### src/design/pcode_stack_machine_execute_assert.svh
// ----------------------------------------------------------------------------
// PL/0 p-code executor assertion macros
// Clocked, reset-qualified implication checks used at the end of the top level.
// ----------------------------------------------------------------------------
`ifndef PCODE_STACK_MACHINE_EXECUTE_ASSERT_SVH
`define PCODE_STACK_MACHINE_EXECUTE_ASSERT_SVH

// same-cycle implication
`define PCODE_ASSERT_NOW(label, ante, cons) \
  label: assert property (@(posedge clk) disable iff (rst) (ante) |-> (cons)) \
    else $error("pcode check failed");

// next-cycle implication
`define PCODE_ASSERT_NEXT(label, ante, cons) \
  label: assert property (@(posedge clk) disable iff (rst) (ante) |=> (cons)) \
    else $error("pcode check failed");

`endif

### src/design/pcode_div.sv
// ----------------------------------------------------------------------------
// PL/0 p-code signed divider
// Restoring divide, one quotient bit per cycle, truncating toward zero.
// ----------------------------------------------------------------------------
module pcode_div (
  input  logic               clk,
  input  logic               rst,
  input  logic               start,
  input  logic signed [31:0] dividend,
  input  logic signed [31:0] divisor,
  output logic               done,
  output logic        [31:0] quotient
);

  logic        busy;
  logic [4:0]  cnt;
  logic [31:0] rem;
  logic [31:0] quo;
  logic [31:0] dmag;
  logic        neg;
  logic [32:0] rem_sh;
  logic        ge;

  assign rem_sh   = {rem, quo[31]};
  assign ge       = rem_sh >= {1'b0, dmag};
  assign quotient = neg ? 32'd0 - quo : quo;

  always_ff @(posedge clk) begin
    if (rst) begin
      busy <= 1'b0;
      done <= 1'b0;
      cnt  <= '0;
    end else begin
      done <= 1'b0;
      if (start) begin
        busy <= 1'b1;
        cnt  <= '0;
      end else if (busy) begin
        cnt <= cnt + 5'd1;
        if (cnt == 5'd31) begin
          busy <= 1'b0;
          done <= 1'b1;
        end
      end
    end
  end

  always_ff @(posedge clk) begin
    if (start) begin
      quo  <= dividend[31] ? 32'd0 - dividend : dividend;
      dmag <= divisor[31] ? 32'd0 - divisor : divisor;
      neg  <= dividend[31] ^ divisor[31];
      rem  <= '0;
    end else if (busy) begin
      rem <= ge ? 32'(rem_sh - {1'b0, dmag}) : rem_sh[31:0];
      quo <= {quo[30:0], ge};
    end
  end

endmodule

### config.mk
export PLATFORM = sky130hd
export DESIGN_NAME = pcode_div
export DESIGN_NICKNAME = d
export VERILOG_FILES = /design/src/design/pcode_stack_machine_execute_assert.svh /design/src/design/pcode_div.sv
export SDC_FILE = /design/constraint.sdc
export NUM_CORES = 1
export LEC_CHECK = 0
export BUFFER_PORTS_ARGS = -buffer_cell sky130_fd_sc_hd__buf_2
export CAP_MARGIN = 20
export CORE_MARGIN = 2
export CORE_UTILIZATION = 64
export CTS_BUF_LIST = sky130_fd_sc_hd__clkbuf_8 sky130_fd_sc_hd__clkbuf_16
export DETAILED_ROUTE_END_ITERATION = 8
export GPL_ROUTABILITY_DRIVEN = 0
export PLACE_DENSITY = 0.89
export SLEW_MARGIN = 5
export SYNTH_ARGS = -nofsm -noshare
export SYNTH_HDL_FRONTEND = slang
export SYNTH_SLANG_ARGS = --single-unit
### constraint.sdc
create_clock -name clk -period 5.89 [get_ports clk]
set_clock_uncertainty 0.2 [all_clocks]
set_input_delay 0.2945 -clock clk [delete_from_list [all_inputs] [get_ports clk]]
set_output_delay 0.2945 -clock clk [all_outputs]
set_load 0.03 [all_outputs]
# Word level (Yosys, flattened, before mapping)
# Index checks and enable logic that the tools add are counted.
# Widths: inputs -> output; s select.
word_totals:
  input_bits: 67
  reg_bits: 104
  output_inout_bits: 33
op_classes:
  bitwise: 2
  n_lt_le_gt_ge: 1
  n_reduce_logical: 3
  n_addsub: 5
  eq_ne: 1
  n_mux: 10
op_table:
  columns: ["op", "count"]
  rows:
  - ["$mux 32", 5]
  - ["$sub 1x32->32 const A", 3]
  - ["$ge 33x32->1", 1]
  - ["$sub 32x32->32", 1]
  - ["$mux 31", 1]
  - ["$add 5x1->5 const B", 1]
  - ["$eq 5x5->1 const B", 1]
  - ["$mux 1", 4]
  - ["$reduce_or 3->1", 1]
  - ["$reduce_bool 2->1", 1]
  - ["$reduce_or 2->1", 1]
  - ["$not 1->1", 1]
  - ["$xor 1x1->1", 1]

# Depth between registers and ports, before layout
# Gate-level depths: netlist of the first run.
logic_depth:
  word_depth: 4
  ltp_mapped: 14

# Least setup slack after synthesis of the first run
# No wires, ideal clock.
synth_timing:
  path_type: "reg2out"
  from: "register quo[10]"
  to: "output quotient[29]"
  path_stages_with_launch: 9
  setup_slack_ps: 2271
  arrival_time_ps: 3125
  path_cell_list: "edfxtp_1 or4_4 or3_4 or2_1 or3_4 or2_4 or4_4 o41ai_2 xnor2_1"
synth_via:
  elab_chain_cells: 2
synth_rtl:
  columns: ["element", "line", "source"]
  rows:
  - ["start: declaration", "pcode_div.sv:18", "logic [31:0] quo;"]
  - ["start signal: assignment", "pcode_div.sv:50", "quo <= dividend[31] ? 32'd0 - dividend : dividend;"]
  - ["start signal: assignment", "pcode_div.sv:56", "quo <= {quo[30:0], ge};"]
  - ["$sub 1x32->32", "pcode_div.sv:26", "assign quotient = neg ? 32'd0 - quo : quo;"]
  - ["$mux 32", "pcode_div.sv:26", null]
  - ["end: declaration", "pcode_div.sv:12", "output logic [31:0] quotient"]
# No other way between the ends.

# Worst setup path in the final report of the first run
# Same ends and word-level chain as after synthesis.

==> results of run 1 <==
placed cells by master (no fill, tap or decap), drive strengths merged, types with 16 or more instances in the layout:
master  instances
nor2           86
buf           102
or4            16
mux2i          28
a21oi          62
dfxtp          39
o21ai          47
xnor2          81
inv            54
xor2           39
ha             37
edfxtp         65
o31ai          29
a211oi         28
nand2          64
timing repair:
| action | in CTS | in global routing |
|---|---|---|
| hold buffers | 2 | 0 |
| setup endpoints to repair | 0 | 0 |
| hold endpoints to repair | 2 | 0 |
worst register-to-register path, delay by kind of cell, from the launching register on:
kind / cells / cell delay, ns
adders and majority gates: 2 / 0.62
and+or+nand+nor: 1 / 0.18
AOI/OAI and AO/OA: 7 / 1.90
DFF: 1 / 0.42
muxes: 1 / 0.27
buffers and inverters: 1 / 0.06
power by group:
part | internal [mW] | switching, mW | leakage [nW]
Combinational | 0.327 | 0.501 | 2.32
Clock | 0.369 | 0.263 | 0.158
Sequential | 0.860 | 0.0643 | 0.958
layer usage:
metal	global-route usage, %	vias up	share of wire (%)	wire length (um)
li1	-	3368	-	-
met1	33.54	3233	42	7424
met2	47.30	223	50	8907
met3	5.135	30	5.6	993
met4	10.00	0	2.6	463
met5	0	-	0	0
cell type report:
class                      count  area (um2)  share of cell area (%)
multi-input combinational    690        4713                   54.17
sequential                   104        2734                   31.42
timing repair buffer         104       560.5                   6.442
inverter                      52       195.2                   2.243
tap                          147       183.9                   2.114
clock inverter                 7       88.84                   1.021
clock buffer                   9       225.2                   2.588
worst max-delay path by stage:
stage / startpoint / endpoint / slack (ns) / cells past startpoint
2_1_floorplan: quo[10]$_DFFE_PP_ / quotient[29] / 2.27 / 8
3_3_place_gp: quo[10]$_DFFE_PP_ / quotient[29] / 2.22 / 9
3_5_place_dp: dmag[14]$_DFFE_PP_ / rem[28]$_SDFFE_PP0P_ / 2.17 / 11
4_1_cts: quo[10]$_DFFE_PP_ / quotient[29] / 1.78 / 9
5_1_grt: quo[9]$_DFFE_PP_ / quotient[29] / 1.65 / 9
6_report: quo[10]$_DFFE_PP_ / quotient[29] / 1.79 / 9
Yosys cell counts (all sizes together) (7+ instances only):
| cell type | n | area [um2] |
|---|---|---|
| mux2i | 28 | 280.3 |
| nand3 | 14 | 70.07 |
| nor3 | 10 | 50.05 |
| clkbuf | 34 | 127.6 |
| buf | 10 | 45.04 |
| nor2b | 7 | 43.79 |
| xor2 | 39 | 341.6 |
| nand2b | 12 | 75.07 |
| o211ai | 10 | 75.07 |
| nand4 | 7 | 43.79 |
| nand2 | 64 | 240.2 |
| ha | 37 | 462.9 |
| or2 | 7 | 46.30 |
| o41ai | 12 | 112.6 |
| o21a | 7 | 52.55 |
| xnor2 | 81 | 709.4 |
| inv | 52 | 195.2 |
| dfxtp | 39 | 780.8 |
| or4 | 16 | 128.9 |
| o21ai | 47 | 235.2 |
| a21o | 7 | 52.55 |
| o31ai | 29 | 222.7 |
| or3 | 13 | 91.34 |
| nor4 | 8 | 50.05 |
| a211oi | 28 | 210.2 |
| a21oi | 62 | 310.3 |
| nor2 | 86 | 322.8 |
| edfxtp | 65 | 1952 |
state kept, by name, indices dropped and copies added (netlist names):
register,cells
busy,1
done,1
cnt,5
quo,32
rem,32
neg,1
dmag,32
cell families after synthesis:
family | Yosys count | share of synthesized area [%]
AND/OR/NAND/NOR | 267 | 17.13
AO/OA/AOI/OAI | 236 | 19.82
XOR/XNOR | 120 | 13.45
flip-flops | 104 | 34.97
buffers and inverters | 96 | 4.708
adder cells (fa/ha/maj) | 38 | 6.181
multiplexers | 29 | 3.731
per-stage QoR:
step / worst slack [ns] / power [mW] / instance area, um2
2_1_floorplan: 2.271 / 1.536 / 7814
3_3_place_gp: 2.217 / 1.718 / 8339
3_5_place_dp: 2.169 / 1.739 / 8339
4_1_cts: 1.777 / 2.373 / 8673
5_1_grt: 1.653 / 2.505 / 8701
6_report: 1.787 / 2.384 / 8701
==> metrics.csv, run 1 <==
stage,metric,value,unit
global_route,pin count of the biggest net entering global routing,74,
global_route,first-pass GRT wire length,28.64,mm
synthesis,Mapped Area,7814,um2
die,Row Count,40,
worst_hold_path,HP Class,input pin to flop,
clock_network,TritonCTS buffer count,9,
global_route,antenna violations before repair,0,
synthesis,Async SR Flop Fraction,0,%
sta,Rel. slew slack,38.39,%
worst_setup_path,Worst R2R End,rem[28]$_SDFFE_PP0P_,
status,status,"finished, final reports clean",
run,Max-Cap Viols,0,
power_and_ir_drop,P_leak,3.434,nW
sta,period utilization,69.66,%
synthesis,Syn Area/Cell,8.779,um2
die,core area,11960,um2
worst_setup_path,Critical Path Max Stage Delay,0.57,ns
final_layout,final core utilization,72.74,%
routing,Detailed Routing Iterations Pass 1,6,
sta,Peak Freq,243.7,MHz
worst_hold_path,min-delay src,divisor[18],
place,Detailed Place HPWL,12.73,mm
sta,setup TNS,0,ns
die,die span in x,114.5,um
die,Starting Density,65.32,%
synthesis,Ys Warns,0,
final_layout,post-route insts no fill,1113,
synthesis,library cells used by synthesis,64,
worst_setup_path,type of origin of the critical path,flop,
place,PortBufs,99,
worst_setup_path,Crit Path Max Fanout,5,
worst_hold_path,Hold Path Stages,2,
sta,post-layout minimum cycle time,4.103,ns
clock_network,CTS Sinks,104,
worst_setup_path,Buf/Inv on CP,1,
worst_setup_path,crit-path cells,"or4_4, or3_4, or2_1, or3_4, or2_4, or4_4, o41ai_2, xnor2_1, buf_2",
routing,WL per Instance,15.98,um
sta,Hold WS,0.04241,ns
worst_setup_path,Register-to-Register Path Depth,12,
die,Die Y,114.5,um
global_route,gr ovfl total,0,
global_route,vias in the first global route,6203,
sta,RSZ-0062 raised after global routing,false,
routing,DRT iter0 DRCs,476,
final_layout,Synth-to-Final Area Change,11.35,%
worst_setup_path,reg2reg setup slack,2.16,ns
synthesis,synthesized instance count,890,
die,Ports,100,
synthesis,"EDFF count, synth",65,
worst_setup_path,Crit path arrival time,3.61,ns
clock_network,CTS clock-pin slew for the worst setup and hold paths,0.07,ns
final_layout,Final nets,1066,
clock_network,CTS tree,done,
routing,vias,6854,
sta,Final setup viols,0,
final_layout,Ant. Diodes,0,
synthesis,sequential area share after synthesis,34.97,%
global_route,GRT Total Usage,27.18,%
sta,Final Hold Vio Count,0,
clock_network,Root Buffer,clkbuf_16,
routing,Post-route DRC,0,
routing,Routed Antenna Nets,0,
worst_setup_path,slowest CP cell,or4_4,
synthesis,Seq cells post-synth,104,
power_and_ir_drop,PwrDens,274.0,nW/um2
sta,worst slew pin tran,0.9241,ns
routing,Via density,6.158,
clock_network,latest clock arrival within the worst-skew pair,0.36,ns
worst_setup_path,required time of the critical path,5.40,ns
place,placed cells,1094,
synthesis,syn nets,995,
routing,final wirelength,17.79,mm
worst_setup_path,"delay-heaviest family, CP",simple AND/OR/NAND/NOR gates,
worst_setup_path,Reg-to-Reg Start,quo[31]$_DFFE_PP_,
final_layout,layout cells sized above 1,14.49,%
worst_hold_path,Hold Path End,dmag[18]$_DFFE_PP_,
power_and_ir_drop,VDD IR max,0.2424,mV
worst_setup_path,Crit Path Class,flop to output port,
clock_network,CTS H-tree lvls,3,
clock_network,setup repair bufs after CTS,0,
worst_setup_path,crit path capture type,output port,
synthesis,prevailing post-synth register cell,edfxtp_1,
clock_network,clk buf depth,2,
final_layout,FILL cells,873,
clock_network,post_cts resized,0,
sta,Slew Limit Fails,0,
die,die area,13110,um2
No activity file was read; power rests on OpenSTA's default activity.
==> run 2, diff against run 1 <==
--- a/config.mk
+++ b/config.mk
@@ -8,11 +8,11 @@
 export BUFFER_PORTS_ARGS = -buffer_cell sky130_fd_sc_hd__buf_2
 export CAP_MARGIN = 20
 export CORE_MARGIN = 2
-export CORE_UTILIZATION = 64
+export CORE_UTILIZATION = 59
 export CTS_BUF_LIST = sky130_fd_sc_hd__clkbuf_8 sky130_fd_sc_hd__clkbuf_16
 export DETAILED_ROUTE_END_ITERATION = 8
 export GPL_ROUTABILITY_DRIVEN = 0
-export PLACE_DENSITY = 0.89
+export PLACE_DENSITY = 0.83
 export SLEW_MARGIN = 5
 export SYNTH_ARGS = -nofsm -noshare
 export SYNTH_HDL_FRONTEND = slang
==> constraint.sdc (replaced) <==
create_clock -name clk -period 4.2 [get_ports clk]
set_clock_uncertainty 0.2 [all_clocks]
set_input_delay 0.21 -clock clk [delete_from_list [all_inputs] [get_ports clk]]
set_output_delay 0.21 -clock clk [all_outputs]
set_load 0.03 [all_outputs]
==> run 2 against run 1 <==
Setup slack lost 1.6 ns. Hold slack lost 0.030 ns. First-iteration DRC count grew 24%. Core utilization shrank 4.6 points. Final area grew 2.4%. Sequential power grew 41%. Cell count grew 4.6%. Power grew 37%. Critical path type unchanged.
==> metrics.csv, run 2 (synthesis results as in run 1) <==
stage,metric,value,unit
power_and_ir_drop,P_int,2.099,mW
clock_network,CTS tree,done,
routing,WL per Instance,15.09,um
sta,Final Hold Vio Count,0,
sta,Rel. slew slack,38.66,%
worst_setup_path,Critical Path End,quotient[29],
die,die area,14180,um2
clock_network,Post-CTS Hold Buffers,22,
worst_setup_path,reg2reg setup slack,0.58,ns
power_and_ir_drop,Sw Share,35.75,%
final_layout,FF/Latch Area,2734,um2
global_route,first-pass GRT wire length,29.28,mm
clock_network,setup repair bufs after CTS,0,
worst_setup_path,slowest CP cell,or4_4,
worst_setup_path,required time of the critical path,3.79,ns
worst_hold_path,min-delay src,divisor[11],
worst_setup_path,"delay-heaviest family, CP",simple AND/OR/NAND/NOR gates,
power_and_ir_drop,P_leak,3.504,nW
global_route,antenna violations before repair,0,
clock_network,CTS H-tree lvls,3,
global_route,vias in the first global route,6389,
sta,Slew Limit Fails,0,
die,die span in x,119.1,um
worst_setup_path,crit path capture type,output port,
final_layout,post-route cell area,8914,um2
clock_network,latest clock arrival within the worst-skew pair,0.35,ns
power_and_ir_drop,sequential share of power,39.8,%
final_layout,FILL cells,1022,
final_layout,layout cells sized above 1,14.47,%
routing,DRT iter0 DRCs,592,
routing,final wirelength,17.56,mm
final_layout,multi-input logic area,4713,um2
final_layout,Final nets,1088,
final_layout,"commonest non-fill, non-tap cell in the layout",buf_2,
worst_hold_path,HP Class,input pin to flop,
power_and_ir_drop,P_sw,1.168,mW
final_layout,final core utilization,68.12,%
clock_network,TritonCTS buffer count,9,
power_and_ir_drop,"Power, Total",3.266,mW
final_layout,Synth-to-Final Area Change,14.08,%
status,status,"finished, final reports clean",
power_and_ir_drop,Clock power frac,24.7,%
die,Starting Density,59.72,%
worst_setup_path,Levels on crit path,9,
sta,period utilization,96.15,%
routing,vias,6879,
global_route,pin count of the biggest net entering global routing,77,
worst_setup_path,Crit Path Class,flop to output port,
sta,setup TNS,0,ns
place,dpl cell area,8411,um2
clock_network,CTS Sinks,104,
routing,Post-route DRC,0,
worst_setup_path,Worst setup startpoint,quo[9]$_DFFE_PP_,
die,core area,13090,um2
sta,worst slew pin tran,0.9201,ns
worst_setup_path,crit-path cells,"or4_4, or3_4, or2_1, or3_4, or2_4, or4_4, o41ai_2, xnor2_1, buf_2",
sta,post-layout minimum cycle time,4.038,ns
routing,Detailed Routing Iterations Pass 1,6,
place,Detailed Place HPWL,12.96,mm
sta,RSZ-0062 raised after global routing,false,
final_layout,Ant. Diodes,0,
power_and_ir_drop,power share of the combinational group,35.5,%
worst_setup_path,Buf/Inv on CP,1,
worst_setup_path,Reg-to-Reg Start,quo[31]$_DFFE_PP_,
clock_network,post_cts resized,0,
place,pre-CTS WS,0.5342,ns
place,PortBufs,99,
clock_network,clk buf depth,2,
power_and_ir_drop,VDD IR max,0.2551,mV
worst_setup_path,Crit Path Max Fanout,5,
final_layout,biggest regs,"dmag: 32 flops, quo: 32 flops, rem: 32 flops",
worst_setup_path,type of origin of the critical path,flop,
worst_setup_path,Crit path arrival time,3.63,ns
die,Die Y,119.1,um
routing,Via density,5.910,
die,Ports,100,
final_layout,most frequent cells in the layout,"98 x buf_2, 86 x nor2_1, 81 x xnor2_1, 65 x edfxtp_1, 64 x nand2_1",
worst_setup_path,Worst R2R End,rem[28]$_SDFFE_PP0P_,
die,Row Count,42,
worst_setup_path,Critical Path Max Stage Delay,0.55,ns
power_and_ir_drop,PwrDens,366.5,nW/um2
clock_network,Root Buffer,clkbuf_16,
global_route,gr ovfl total,0,
worst_setup_path,Register-to-Register Path Depth,12,
sta,Final setup viols,0,
run,Max-Cap Viols,0,
clock_network,CTS clock-pin slew for the worst setup and hold paths,0.07,ns
sta,Peak Freq,247.6,MHz
global_route,GRT Total Usage,25.10,%
routing,Routed Antenna Nets,0,
sta,Worst Slack Setup Final,0.1618,ns
run 2: cell types whose count changed in the layout (fill, tap and decap cells not counted), sizes merged:
cell,change
buf,+2
clkinv,-1
inv,+1
clkbuf,+1
dlygate4sd3,+20
clkinvlp,+1
bufinv,-2
run 2: cell type report:
cell class	instances	share of cell area, %
Clock inverter	6	0.4913
Tap cell	176	2.471
Clock buffer	10	2.681
Sequential cell	104	30.67
Timing Repair Buffer	126	8.619
Inverter	52	2.190
Multi-Input combinational cell	690	52.88
run 2: metrics by stage:
stage	hold slack, ns	std cells
after floorplan	0.08238	890
after global routing	0.0008414	1164
final	0.01259	1164
after detailed placement	0.1885	1126
after CTS	0.001297	1164
after global placement	0.1732	1126
run 2: worst min path at each step:
stage / end / depth (start not counted)
floorplan: busy$_SDFF_PP0_ / 1
global placement: busy$_SDFF_PP0_ / 2
detailed placement: busy$_SDFF_PP0_ / 2
CTS: dmag[11]$_DFFE_PP_ / 2
global route: dmag[19]$_DFFE_PP_ / 2
finish: dmag[11]$_DFFE_PP_ / 2
run 2: power by group through the flow:
| stage | logic, mW | registers [mW] | clock network, mW |
|---|---|---|---|
| 3_3_place_gp | 1.11 | 1.32 | 0 |
| 4_1_cts | 1.15 | 1.30 | 0.820 |
| 5_1_grt | 1.27 | 1.32 | 0.859 |
| 2_1_floorplan | 0.870 | 1.28 | 0 |
| 3_5_place_dp | 1.13 | 1.32 | 0 |
| 6_report | 1.16 | 1.30 | 0.806 |
run 2: layer usage:
layer  part of all wire, %  up-vias  GRT usage [%]
li1                      -     3420              -
met1                    45     3215          32.87
met2                    48      219          43.10
met3                   5.7       25          4.167
met4                   1.4        0          6.696
met5                     0        -              0
